**src/hdl/pli_pkg.sv**
```systemverilog
`default_nettype none
package pli_pkg;

   localparam int VALUE_W = 32;
   localparam int POS_W   = 6;
   localparam int COUNT_W = 6;

   typedef enum logic {
      OP_INSERT = 1'b0,
      OP_DELETE = 1'b1
   } op_type;

   typedef enum logic [1:0] {
      ST_OK      = 2'd0,
      ST_BAD_POS = 2'd1,
      ST_FULL    = 2'd2,
      ST_EMPTY   = 2'd3
   } status_type;

   typedef enum logic {
      S_IDLE = 1'b0,
      S_EXEC = 1'b1
   } state_type;

   // Commands from the controller to the datapath.
   typedef struct packed {
      logic load;    // capture the incoming transaction
      logic commit;  // apply the operation and load the result register
   } cmd_type;

endpackage
`default_nettype wire

```
**src/hdl/pli_req_if.sv**
```systemverilog
`default_nettype none
interface pli_req_if;
   logic                                valid;
   logic                                ready;
   logic                                op;
   logic signed [pli_pkg::VALUE_W-1:0]  value;
   logic        [pli_pkg::POS_W-1:0]    position;

   modport source (output valid, output op, output value, output position, input ready);
   modport sink   (input valid, input op, input value, input position, output ready);
endinterface
`default_nettype wire

```
**src/hdl/pli_rsp_if.sv**
```systemverilog
`default_nettype none
interface pli_rsp_if;
   logic                                valid;
   logic                                ready;
   pli_pkg::status_type                 status;
   logic        [pli_pkg::COUNT_W-1:0]  entry_count;
   logic signed [pli_pkg::VALUE_W-1:0]  removed_value;

   modport source (output valid, output status, output entry_count, output removed_value,
                   input ready);
   modport sink   (input valid, input status, input entry_count, input removed_value,
                   output ready);
endinterface
`default_nettype wire

```
**src/hdl/positional_list_insert_delete.sv**
```systemverilog
`default_nettype none
// Channel   Dir  Handshake     Payload
// req       in   valid/ready   op, value, position
// rsp       out  valid/ready   status, entry_count, removed_value
//
// Each transaction is first captured and then applied to the list in an update step.
// All cells shift in parallel in the update cycle, so the cost does not depend on position.
// A new request is accepted while the previous result waits in the output register.
// The update cycle stalls while the output register holds a result not yet taken.
// Synchronous reset empties the list; cell contents are not cleared.
module positional_list_insert_delete #(
   parameter int DEPTH = 16
) (
   input wire logic   clock,
   input wire logic   reset,
   pli_req_if.sink    req,
   pli_rsp_if.source  rsp
);
   import pli_pkg::*;

   cmd_type cmd;

   // Sequencing of capture and update.
   pli_ctrl u_ctrl (
      .clock     (clock),
      .reset     (reset),
      .req_valid (req.valid),
      .req_ready (req.ready),
      .rsp_valid (rsp.valid),
      .rsp_ready (rsp.ready),
      .cmd       (cmd)
   );

   // List storage, status decision and result register.
   pli_datapath #(
      .DEPTH (DEPTH)
   ) u_datapath (
      .clock             (clock),
      .reset             (reset),
      .cmd               (cmd),
      .req_op            (req.op),
      .req_value         (req.value),
      .req_position      (req.position),
      .rsp_status        (rsp.status),
      .rsp_entry_count   (rsp.entry_count),
      .rsp_removed_value (rsp.removed_value)
   );
endmodule
`default_nettype wire

```
**src/hdl/pli_ctrl.sv**
```systemverilog
`default_nettype none
module pli_ctrl (
   input  wire logic             clock,
   input  wire logic             reset,
   input  wire logic             req_valid,
   output logic                  req_ready,
   output logic                  rsp_valid,
   input  wire logic             rsp_ready,
   output pli_pkg::cmd_type      cmd
);
   import pli_pkg::*;

   state_type state_ff, state_in;
   logic      rsp_valid_ff, rsp_valid_in;
   logic      out_free;

   // The result register can take a new result when empty or being drained.
   assign out_free = !rsp_valid_ff || rsp_ready;

   // Next state.
   always_comb begin
      state_in = state_ff;
      unique case (state_ff)
         S_IDLE: begin
            if (req_valid) state_in = S_EXEC;
         end
         S_EXEC: begin
            if (out_free) state_in = S_IDLE;
         end
         default: state_in = S_IDLE;
      endcase
   end

   // Outputs and commands.
   always_comb begin
      req_ready  = 1'b0;
      cmd.load   = 1'b0;
      cmd.commit = 1'b0;
      unique case (state_ff)
         S_IDLE: begin
            req_ready = 1'b1;
            cmd.load  = req_valid;
         end
         S_EXEC: begin
            cmd.commit = out_free;
         end
         default: begin
            req_ready = 1'b0;
         end
      endcase
   end

   // Result valid flag: set by a commit, cleared when the result is taken.
   always_comb begin
      if (cmd.commit) begin
         rsp_valid_in = 1'b1;
      end else if (rsp_ready) begin
         rsp_valid_in = 1'b0;
      end else begin
         rsp_valid_in = rsp_valid_ff;
      end
   end

   assign rsp_valid = rsp_valid_ff;

   always_ff @(posedge clock) begin
      if (reset) begin
         state_ff     <= S_IDLE;
         rsp_valid_ff <= 1'b0;
      end else begin
         state_ff     <= state_in;
         rsp_valid_ff <= rsp_valid_in;
      end
   end
endmodule
`default_nettype wire

```
**src/hdl/pli_datapath.sv**
```systemverilog
`default_nettype none
module pli_datapath #(
   parameter int DEPTH = 16
) (
   input  wire logic                                clock,
   input  wire logic                                reset,
   input  wire pli_pkg::cmd_type                    cmd,
   input  wire logic                                req_op,
   input  wire logic signed [pli_pkg::VALUE_W-1:0]  req_value,
   input  wire logic        [pli_pkg::POS_W-1:0]    req_position,
   output pli_pkg::status_type                      rsp_status,
   output logic             [pli_pkg::COUNT_W-1:0]  rsp_entry_count,
   output logic signed      [pli_pkg::VALUE_W-1:0]  rsp_removed_value
);
   import pli_pkg::*;

   localparam int CNT_W = $clog2(DEPTH + 1);
   localparam int IDX_W = (DEPTH > 1) ? $clog2(DEPTH) : 1;
   localparam int CMP_W = POS_W + 1;

   // Captured transaction.
   op_type                    op_ff;
   logic signed [VALUE_W-1:0] value_ff;
   logic        [POS_W-1:0]   pos_ff;

   // List cells and fill count.
   logic signed [VALUE_W-1:0] entries_ff [DEPTH];
   logic signed [VALUE_W-1:0] entries_in [DEPTH];
   logic        [CNT_W-1:0]   fill_ff, fill_in;

   // Result register.
   status_type                status_ff, status_in;
   logic        [COUNT_W-1:0] count_ff;
   logic signed [VALUE_W-1:0] removed_ff, removed_in;

   logic             full, empty, op_ok;
   logic [CMP_W-1:0] pos_ext, fill_ext;
   logic [IDX_W-1:0] idx;

   assign full     = (fill_ff == CNT_W'(DEPTH));
   assign empty    = (fill_ff == '0);
   assign pos_ext  = CMP_W'(pos_ff);
   assign fill_ext = CMP_W'(fill_ff);
   assign idx      = IDX_W'(pos_ff - POS_W'(1));

   // Status decision: capacity first, then position range.
   always_comb begin
      status_in = ST_OK;
      if (op_ff == OP_INSERT) begin
         if (full) begin
            status_in = ST_FULL;
         end else if ((pos_ff == '0) || (pos_ext > fill_ext + CMP_W'(1))) begin
            status_in = ST_BAD_POS;
         end
      end else begin
         if (empty) begin
            status_in = ST_EMPTY;
         end else if ((pos_ff == '0) || (pos_ext > fill_ext)) begin
            status_in = ST_BAD_POS;
         end
      end
   end

   assign op_ok = (status_in == ST_OK);

   // Removed value comes from the addressed cell on a good delete.
   always_comb begin
      removed_in = '0;
      if (op_ok && (op_ff == OP_DELETE)) removed_in = entries_ff[idx];
   end

   // New fill count.
   always_comb begin
      fill_in = fill_ff;
      if (op_ok) begin
         if (op_ff == OP_INSERT) begin
            fill_in = fill_ff + CNT_W'(1);
         end else begin
            fill_in = fill_ff - CNT_W'(1);
         end
      end
   end

   // Each cell takes its own value, its lower neighbor's, its upper neighbor's or the inserted value.
   for (genvar i = 0; i < DEPTH; i++) begin : g_cell
      logic signed [VALUE_W-1:0] from_prev, from_next;

      if (i == 0) begin : g_first
         assign from_prev = value_ff;
      end else begin : g_mid
         assign from_prev = entries_ff[i-1];
      end

      if (i == DEPTH - 1) begin : g_last
         assign from_next = entries_ff[i];
      end else begin : g_inner
         assign from_next = entries_ff[i+1];
      end

      always_comb begin
         entries_in[i] = entries_ff[i];
         if (IDX_W'(i) == idx) begin
            entries_in[i] = (op_ff == OP_INSERT) ? value_ff : from_next;
         end else if (IDX_W'(i) > idx) begin
            entries_in[i] = (op_ff == OP_INSERT) ? from_prev : from_next;
         end
      end
   end

   // Transaction capture.
   always_ff @(posedge clock) begin
      if (cmd.load) begin
         op_ff    <= op_type'(req_op);
         value_ff <= req_value;
         pos_ff   <= req_position;
      end
   end

   // List update and result register.
   always_ff @(posedge clock) begin
      if (cmd.commit && op_ok) begin
         entries_ff <= entries_in;
      end
      if (cmd.commit) begin
         status_ff  <= status_in;
         count_ff   <= COUNT_W'(fill_in);
         removed_ff <= removed_in;
      end
   end

   always_ff @(posedge clock) begin
      if (reset) begin
         fill_ff <= '0;
      end else if (cmd.commit) begin
         fill_ff <= fill_in;
      end
   end

   assign rsp_status        = status_ff;
   assign rsp_entry_count   = count_ff;
   assign rsp_removed_value = removed_ff;
endmodule
`default_nettype wire

```
**src/flat_wrapper.sv**
```systemverilog
// flat-port wrapper written by rule: the top's interface ports become plain ports
module positional_list_insert_delete_flat import pli_pkg::*;
#(
   parameter int DEPTH = 16
)
  (clock, reset, req_valid, req_op, req_value, req_position, req_ready, rsp_valid, rsp_status, rsp_entry_count, rsp_removed_value, rsp_ready);
  pli_req_if req_i ();
  pli_rsp_if rsp_i ();
  input wire logic clock;
  input wire logic reset;
  input wire logic [$bits(req_i.valid)-1:0] req_valid;
  input wire logic [$bits(req_i.op)-1:0] req_op;
  input wire logic [$bits(req_i.value)-1:0] req_value;
  input wire logic [$bits(req_i.position)-1:0] req_position;
  output wire logic [$bits(req_i.ready)-1:0] req_ready;
  output wire logic [$bits(rsp_i.valid)-1:0] rsp_valid;
  output wire logic [$bits(rsp_i.status)-1:0] rsp_status;
  output wire logic [$bits(rsp_i.entry_count)-1:0] rsp_entry_count;
  output wire logic [$bits(rsp_i.removed_value)-1:0] rsp_removed_value;
  input wire logic [$bits(rsp_i.ready)-1:0] rsp_ready;
  assign req_i.valid = req_valid;
  assign req_i.op = req_op;
  assign req_i.value = req_value;
  assign req_i.position = req_position;
  assign req_ready = req_i.ready;
  assign rsp_valid = rsp_i.valid;
  assign rsp_status = rsp_i.status;
  assign rsp_entry_count = rsp_i.entry_count;
  assign rsp_removed_value = rsp_i.removed_value;
  assign rsp_i.ready = rsp_ready;
  positional_list_insert_delete #(.DEPTH(DEPTH)) u_core (.clock(clock), .reset(reset), .req(req_i), .rsp(rsp_i));
endmodule
```
**config.mk**
```make
export PLATFORM = sky130hd
export DESIGN_NAME = positional_list_insert_delete_flat
export DESIGN_NICKNAME = d
export VERILOG_FILES = /design/src/hdl/pli_pkg.sv /design/src/hdl/pli_req_if.sv /design/src/hdl/pli_rsp_if.sv /design/src/hdl/positional_list_insert_delete.sv /design/src/hdl/pli_ctrl.sv /design/src/hdl/pli_datapath.sv /design/src/flat_wrapper.sv
export SDC_FILE = /design/constraint.sdc
export NUM_CORES = 1
export LEC_CHECK = 0
export BUFFER_PORTS_ARGS = -buffer_cell sky130_fd_sc_hd__buf_2
export CAP_MARGIN = 20
export CORE_AREA = 2 2 239 288
export CTS_BUF_LIST = sky130_fd_sc_hd__clkbuf_2 sky130_fd_sc_hd__clkbuf_4 sky130_fd_sc_hd__clkbuf_8
export CTS_CLUSTER_SIZE = 40
export DETAILED_ROUTE_END_ITERATION = 16
export DIE_AREA = 0 0 241 290
export HOLD_SLACK_MARGIN = 0.02
export PLACE_DENSITY = 0.74
export SETUP_SLACK_MARGIN = 0.5
export SKIP_CTS_REPAIR_TIMING = 1
export SYNTH_ARGS = -nofsm -noshare
export SYNTH_HDL_FRONTEND = slang
export SYNTH_SLANG_ARGS = --single-unit
```
**constraint.sdc**
```tcl
create_clock -name clock -period 4.9 [get_ports clock]
set_input_delay 0.49 -clock clock [delete_from_list [all_inputs] [get_ports clock]]
set_output_delay 0.49 -clock clock [all_outputs]
set_load 0.01 [all_outputs]
```
After elaboration in Yosys (flattened, before gate mapping) --
Cells that the tools add are included.
Storage, ports and cells: output and inout port bits 42, bits of input ports 43, logic and storage cells 190, register bits 597
Cells by class: $lt $le $gt $ge 19, $add $sub $neg 4, bitwise operators 2, reduce and logical (&&, ||, !) cells 43, multiplexer cells 80, equality and inequality tests 17
Operators by type and width (number):
- 32-bit 2-to-1 mux | 64
- 32-bit binary-select mux with 4-bit select | 1
- 2-bit nonzero test | 17
- 4-bit equality test, first input constant | 8
- 4-bit greater-than comparator, first input constant | 8
- 2-bit AND reduction | 15
- 3-bit by 4-bit equality test with 1-bit output, first input constant | 4
- 3-bit by 4-bit greater-than comparator with 1-bit output, first input constant | 4
- 5-bit 2-to-1 mux | 2
- 1-bit 2-to-1 mux | 9
- 2-bit by 4-bit equality test with 1-bit output, first input constant | 2
- 1-bit by 4-bit greater-than comparator with 1-bit output, first input constant | 2
- 2-bit by 4-bit greater-than comparator with 1-bit output, first input constant | 2
- 5-bit by 1-bit adder with 6-bit output, second input constant | 1
- 6-bit by 5-bit greater-than comparator with 1-bit output | 1
- 6-bit greater-than comparator | 1
- 6-bit zero test | 1
- 2-bit 2-to-1 mux | 3
- 5-bit by 1-bit adder with 5-bit output, second input constant | 1
- 5-bit equality test, second input constant | 1
- 5-bit greater-or-equal comparator, second input constant | 1
- 5-bit zero test | 1
- 4-bit inverter with 5-bit output | 1
- 5-bit by 1-bit subtractor with 5-bit output, second input constant | 1
- other kinds (11) | 14

Logic depth before layout (Yosys ltp) --
Gate-level depths: netlist of run 1.
word-level depth 9, depth in mapped cells 15, gate-level depth less buffers 10

By module --
From an unflattened synthesis of run 1, not the netlist that was laid out.
Second synthesis, totals: cells, all modules 2663, area total of the unflattened synthesis 33131.8 um^2
Modules (own cells, without submodules):
- pli_datapath | area an instance 33036.7 um^2, instances 1, seq. area each 17817.1 um^2, cells each 2653
- pli_ctrl | area an instance 95.1 um^2, instances 1, seq. area each 40.0 um^2, cells each 10

Worst setup path before layout of run 1 --
OpenSTA, ideal clock, no wires.
path kind register to register, start register u_core.u_datapath.pos_ff[0], end register u_core.u_datapath.entries_ff (netlist bit u_core.u_datapath.g_cell[3].from_next[0]), enable pin, required time 4430 ps, arrival 4702 ps, setup slack -272 ps, clock period less this slack 5172 ps, path buffers 4, setup time 470 ps, cell stages (with the launch flop) 11, cell sequence edfxtp_1 -> buf_6 -> buf_6 -> buf_6 -> buf_4 -> inv_1 -> ha_1 -> o32ai_2 -> o2bb2ai_2 -> nand2_2 -> a211oi_1
On the way: cells in the longest elaborated chain, start to end 8, elaborated cells on any way between the ends 17, those cells by class add/sub (1); order compare (3); eq/ne (1); mux (5); reduce/logical (7)
Ends and longest elaborated chain:
- from (decl) | line pli_datapath.sv:24 | logic [POS_W-1:0] pos_ff;
- from (signal assigned) | line pli_datapath.sv:115 | pos_ff <= req_position;
- 6-bit greater-than comparator, or another cell as far along | line pli_datapath.sv:52 | end else if ((pos_ff == '0) || (pos_ext > fill_ext + CMP_W'(1))) begin
- 1-bit logical OR, on equally long branches | line pli_datapath.sv:52, pli_datapath.sv:58
- 1-bit 2-to-1 mux, on equally long branches | line pli_datapath.sv:52, pli_datapath.sv:58
- 2-bit 2-to-1 mux, on equally long branches | line pli_datapath.sv:50, pli_datapath.sv:56
- 2-bit 2-to-1 mux | line pli_datapath.sv:49 | if (op_ff == OP_INSERT) begin
- 2-bit zero test | line pli_datapath.sv:64 | assign op_ok = (status_in == ST_OK);
- 1-bit logical AND | line pli_datapath.sv:121 | if (cmd.commit && op_ok) begin
- 2-bit AND reduction (no source line) (*)
- to (signal assigned) | line pli_datapath.sv:122 | entries_ff <= entries_in;
- to (decl) | line pli_datapath.sv:27 | logic signed [VALUE_W-1:0] entries_ff [DEPTH];
Mark *: on every way between the ends. The rest lies on a longest branch, timed or not. A chain may end at the register's enable or synchronous reset.

Worst setup path after layout of run 1 --
start register u_core.u_datapath.pos_ff[1], end register u_core.u_datapath.entries_ff (netlist bit u_core.u_datapath.g_cell[5].from_next[21]), enable pin
Same word-level chain as after synthesis.

==> results of run 1 <==
-- cell usage after synthesis (2+ instances only) --
cell type	n
edfxtp_1	590
nand2_1	490
mux2i_1	448
o21ai_0	347
mux4_2	160
clkbuf_1	158
o21ai_1	141
buf_2	45
a21boi_0	32
and3_1	32
mux2_2	32
ha_1	19
a21oi_1	17
buf_4	17
inv_1	17
nand3_1	16
buf_1	12
nor2_1	9
nor3_1	9
xnor2_1	8
buf_6	7
dfxtp_1	7
a211oi_1	4
nand2_2	4
a21o_1	3
buf_8	3
nand2b_1	3
xor2_1	3
a31oi_1	2
nor2b_1	2
-- final timing paths --
path                                                  start                                         to  slack (ps)  depth (start not counted)
worst min register to register      u_core.u_ctrl.rsp_valid                    u_core.u_ctrl.rsp_valid         510                          2
worst max register to register  u_core.u_datapath.pos_ff[1]  u_core.u_datapath.g_cell[5].from_next[21]         790                         10
worst min-delay path                              req_valid                     u_core.u_ctrl.state_ff          30                          3
worst max-delay path            u_core.u_datapath.pos_ff[1]  u_core.u_datapath.g_cell[5].from_next[21]         790                         10
-- through the flow --
step	cell area [µm²]	util (%)	TNS (ps)	hold slack, ps	instances
after floorplan	33200	-	-24150	494	2658
after global placement	34500	51.6	0	488	3463
after detailed placement	34500	51.6	0	504	3463
after CTS	36400	54.5	0	-111	3637
after global routing	36800	55.1	0	29.5	3678
final	36800	55.1	0	32.5	3678
-- cells by family after synthesis --
family,after synthesis,share of synthesized area [%]
xor+xnor,12,0.340
simple gates,574,7.05
buf+inv,260,3.57
flops,597,53.9
other cells,1,0.0113
compound gates,554,8.88
fa+ha+maj,20,0.778
mux,640,25.5
-- worst max-delay path: stages (launching register included) --
cell       delay (ps)
edfxtp_1          490
inv_1             140
ha_4              250
nand2b_4           90
or4_1             170
o211a_2           920
o2bb2ai_2         340
nand2_4           370
buf_4             280
nor3_2            200
buf_4             450
-- layer usage --
metal	share of wire (%)	vias to the layer above	global-route usage, %
met5	0	-	0
met4	3.2	0	9.77
met3	7.8	196	4.13
met2	49	1148	41.7
met1	40	11511	34.6
li1	-	10124	-
-- where the power goes --
group | leakage [nW] | internal (W) | switching, W | total (W)
sequential | 5.43 | 0.00575 | 0.000137 | 0.00589
combinational | 8.87 | 0.000604 | 0.000832 | 0.00144
clock | 1.02 | 0.00233 | 0.00208 | 0.00441
-- final cells by class --
class / count / share of cell area [%]
flip-flops and latches: 597 / 48.5
multi-input cells: 1801 / 39.1
clock buffers: 140 / 4.62
repair buffers: 186 / 3.91
well taps: 901 / 3.06
clock inverters: 34 / 0.595
inverters: 18 / 0.183
diodes: 1 / 0.00679
-- state kept, by name (all words and copies together), names as in the netlist --
| register | flops |
|---|---|
| u_core.u_datapath.rsp_removed_value | 32 |
| u_core.u_datapath.op_ff | 1 |
| u_core.u_ctrl.state_ff | 1 |
| u_core.u_datapath.fill_ff | 5 |
| u_core.u_datapath.g_cell.from_next | 416 |
| u_core.u_datapath.pos_ff | 6 |
| u_core.u_datapath.rsp_status | 2 |
| u_core.u_datapath.g_cell.from_prev | 128 |
| u_core.u_ctrl.rsp_valid | 1 |
| u_core.u_datapath.rsp_entry_count | 5 |
==> impl_metrics.csv, run 1 <==
group,metric,value,unit
clocking,clkTransAtPathRegs,60,ps
global_routing,grt_pass1_wl,136,mm
clocking,cts_htree_levels,3,
placement,place_hpwl,52.7,mm
drt,post_drt_wl_per_cell,24.4,µm
placement,dp_slack,652,ps
power_and_ir_drop,power_leakage,15.3,nW
drt,drcViolationCount,0,
synthesis,ys_seq_area_share,53.9,%
synthesis,synth_nets,2721,
power_and_ir_drop,vdd_drop_max,0.201,mV
synthesis,yosys.area.top_type,"edfxtp_1",
finish,finish.net_count,2765,
worst_setup_path,crit_type,"flop to flop",
run_status,status,"completed",
synthesis,avgSynthCellArea,12.5,µm²
drt,drt_iter0_drc,2871,
global_routing,grt_max_degree,290,
finish,final_cell_mix,"edfxtp_1 (590), nand2_1 (488), mux2i_1 (448)",
floorplan,io_pins,85,
drt,via_per_inst,6.25,
global_routing,antenna_found_initial,1,
drt,routed_wl,89.9,mm
finish,fillCellCount,5470,
timing,rsz0062_at_grt,"false",
synthesis,ys_seq_elements,597,
worst_setup_path,end_kind,"flop",
timing,hold_violations,0,
floorplan,die_area,69900,µm²
clocking,cts_made_buffers,98,
timing,setup_ws,794,ps
clocking,cts_buffer_depth,3,
floorplan,start_util,49.5,%
synthesis,synth_top_area_share,53.5,%
finish,multi_input_area,14400,µm²
placement,gp_congestion,0.820,
drt,vias,22979,
worst_setup_path,crit_required,5250,ps
floorplan,dieWidth,241,µm
placement,io_buffers,83,
timing,tightest_slew,1190,ps
worst_setup_path,startpoint_type,"flop",
clocking,tritoncts,"yes",
finish,final_common_cell,"edfxtp_1",
timing,fin_crit,4110,ps
floorplan,die_h,290,µm
clocking,cts.sinks,597,
timing,relSlewSlack,20.9,%
power_and_ir_drop,power.total,0.0117,W
finish,drive_above_1_share,19.5,%
timing,finClkSkew,50.6,ps
synthesis,synthDistinctLibCells,51,
hold_path,hp-class,"input port to flop",
global_routing,first_global_vias,22551,
drt,drtAntennaViolNets,0,
timing,slew_violations,0,
worst_setup_path,critPathArrivalTime,4450,ps
synthesis,synth_edf_count,590,
clocking,cts_root_buf,"clkbuf_8",
run,drv_cap,0,
drt,firstDrtPassIters,8,
synthesis,synth-main-ff-cell,"edfxtp_1",
timing,finalCritPeriodShare,83.8,%
global_routing,grt_overflow,0,
floorplan,core,66900,µm²
synthesis,async_reset_ff_share,0,%
finish,regArea,17900,µm²
synthesis,ys_warn_count,0,
global_routing,track_usage,25.7,%
timing,setup_viol,0,
timing,max_freq,0.244,GHz
synthesis,syn_area,33100,µm²
floorplan,rows,104,
clocking,clock_latency,750,ps
synthesis,yosys-top-cells-area,"edfxtp_1 (53%), mux2i_1 (14%), mux4_2 (11%), nand2_1 (5.6%), o21ai_0 (5.2%)",
worst_setup_path,cp_max_fo,34,
power_and_ir_drop,powerDensity,319,nW/µm²
finish,syn_to_final_growth,11.1,%
synthesis,synth_cells,2658,
Note: power is estimated with default switching activity, not from simulation.
==> run 2, diff against run 1 <==
PLACE_DENSITY = 0.71   (was 0.74)
clock period = 4.2 ns   (was 4.9 ns; I/O delays follow)
==> run 2 against run 1 <==
Effect of this change:
- register-to-register slack worse by 120 ps
- first-iteration DRC count is 6.8% lower
- core utilization grew 0.49 points
- largest power group unchanged
==> impl_metrics.csv, run 2 (synthesis gave the netlist of run 1 again) <==
group,metric,value,unit
worst_setup_path,reg2reg_depth,12,
global_routing,grt_overflow,0,
clocking,clock_latency,730,ps
power_and_ir_drop,powerDensity,365,nW/µm²
clocking,cts_buffer_depth,3,
timing,relSlewSlack,31.0,%
clocking,cts_made_buffers,97,
clocking,clkTransAtPathRegs,70,ps
timing,finClkSkew,46.4,ps
global_routing,grt_max_degree,261,
drt,post_drt_wl_per_cell,25.9,µm
floorplan,core,66900,µm²
clocking,cts_root_buf,"clkbuf_8",
placement,io_buffers,83,
placement,dpl.cell_count,3481,
worst_setup_path,crit_family,"buffers and inverters",
worst_setup_path,r2r_start,"u_core.u_datapath.fill_ff[0]",
worst_setup_path,cp_max_fo,19,
hold_path,hp-class,"input port to flop",
worst_setup_path,cp_cell_sequence,"inv_1 > nor3_1 > nand3_1 > ha_1 > and4_1 > o21ai_0 > a32oi_1 > o2bb2ai_2 > nand2_2 > buf_4 > a211oi_4 > buf_4",
worst_setup_path,critPathSlowestCell,"dfxtp_1",
timing,finalCritPeriodShare,84.0,%
floorplan,io_pins,85,
finish,syn_to_final_growth,12.1,%
drt,via_per_inst,6.31,
finish,fin_cells,3722,
worst_setup_path,reg2reg_to,"u_core.u_datapath.g_cell[3].from_next[2]",
hold_path,min_from,"req_value[6]",
clocking,tritoncts,"yes",
global_routing,track_usage,27.5,%
drt,firstDrtPassIters,6,
floorplan,rows,104,
floorplan,die_area,69900,µm²
placement,gp_congestion,0.829,
finish,drive_above_1_share,20.0,%
run_status,status,"completed",
floorplan,die_h,290,µm
worst_setup_path,startpoint,"u_core.u_datapath.fill_ff[0]",
worst_setup_path,end_kind,"flop",
power_and_ir_drop,power.total,0.0136,W
hold_path,holdPathStages,2,
floorplan,dieWidth,241,µm
worst_setup_path,critPathArrivalTime,3870,ps
run,drv_cap,0,
worst_setup_path,path_common_cell,"buf_4",
clocking,cts_htree_levels,3,
worst_setup_path,worst_path_largest_cell_delay,490,ps
global_routing,grt_pass1_wl,145,mm
timing,rsz0062_at_grt,"false",
timing,slew_violations,0,
timing,tightest_slew,1040,ps
power_and_ir_drop,vdd_drop_max,0.214,mV
worst_setup_path,startpoint_type,"flop",
floorplan,start_util,49.5,%
timing,fin_tns_setup,0,ps
timing,setup_viol,0,
finish,finish.net_count,2801,
timing,whs,388,ps
drt,drtAntennaViolNets,0,
global_routing,first_global_vias,23029,
timing,fin_crit,3530,ps
placement,place_hpwl,55.2,mm
hold_path,min_to,"u_core.u_datapath.g_cell[0].from_prev[6]",
worst_setup_path,crit_cells,12,
clocking,cts.sinks,597,
drt,routed_wl,96.4,mm
finish,final_common_cell,"edfxtp_1",
timing,max_freq,0.284,GHz
worst_setup_path,rrSetupSlack,670,ps
power_and_ir_drop,power_leakage,15.5,nW
finish,largest_register_ffs,416,
drt,drcViolationCount,0,
timing,hold_violations,0,
global_routing,antenna_found_initial,1,
worst_setup_path,path_buf_inv,3,
drt,drt_iter0_drc,2675,
worst_setup_path,crit_type,"flop to flop",
worst_setup_path,crit_required,4550,ps
drt,vias,23473,
finish,final_cell_mix,"edfxtp_1 (590), nand2_1 (488), mux2i_1 (448)",
==> run 2: changes by cell type in the layout (fill, tap and decap cells not counted), sizes merged <==
cell	previous run	this run
inv	20	19
clkinv	27	51
clkbuf	140	125
buf	146	180
dlygate4sd3	40	43
bufinv	2	1
==> run 2: report_power, final <==
group	internal [W]	switching, W	total (W)
Sequential	0.00671	0.000161	0.00687
Combinational	0.000731	0.00102	0.00175
Clock	0.00249	0.00246	0.00495
==> run 2: final cells by class <==
class | instances | area [µm²]
Clock buffer | 125 | 1560
Timing Repair Buffer | 223 | 1820
Tap cell | 901 | 1130
Fill cell | 5489 | 29700
Sequential cell | 597 | 17900
Inverter | 18 | 67.6
Clock inverter | 56 | 287
Antenna cell | 1 | 2.50
Multi-Input combinational cell | 1801 | 14400
==> run 2: how the worst max path moves through the flow <==
stage                                                 end  slack [ps]
2_1_floorplan    u_core.u_datapath.g_cell[3].from_next[0]         160
3_3_place_gp   u_core.u_datapath.g_cell[10].from_next[22]         500
3_5_place_dp   u_core.u_datapath.g_cell[10].from_next[22]         340
4_1_cts        u_core.u_datapath.g_cell[10].from_next[17]         320
5_1_grt          u_core.u_datapath.g_cell[3].from_next[2]         500
6_report         u_core.u_datapath.g_cell[3].from_next[2]         670
==> run 2: routing by layer <==
layer | up-vias | global-route usage, % | wire [µm]
met5 | - | 0 | 0
met4 | 0 | 12.4 | 4140
met3 | 261 | 4.95 | 8110
met2 | 1299 | 43.8 | 46200
met1 | 11719 | 36.8 | 37900
li1 | 10194 | - | -
==> run 2: metrics by stage <==
step	worst slack [ps]	cell area (µm²)	utilization [%]
after detailed placement	344	34700	51.9
final	674	37200	55.6
after global routing	500	37200	55.6
after global placement	498	34700	51.9
after floorplan	161	33300	-
after CTS	319	36600	54.7
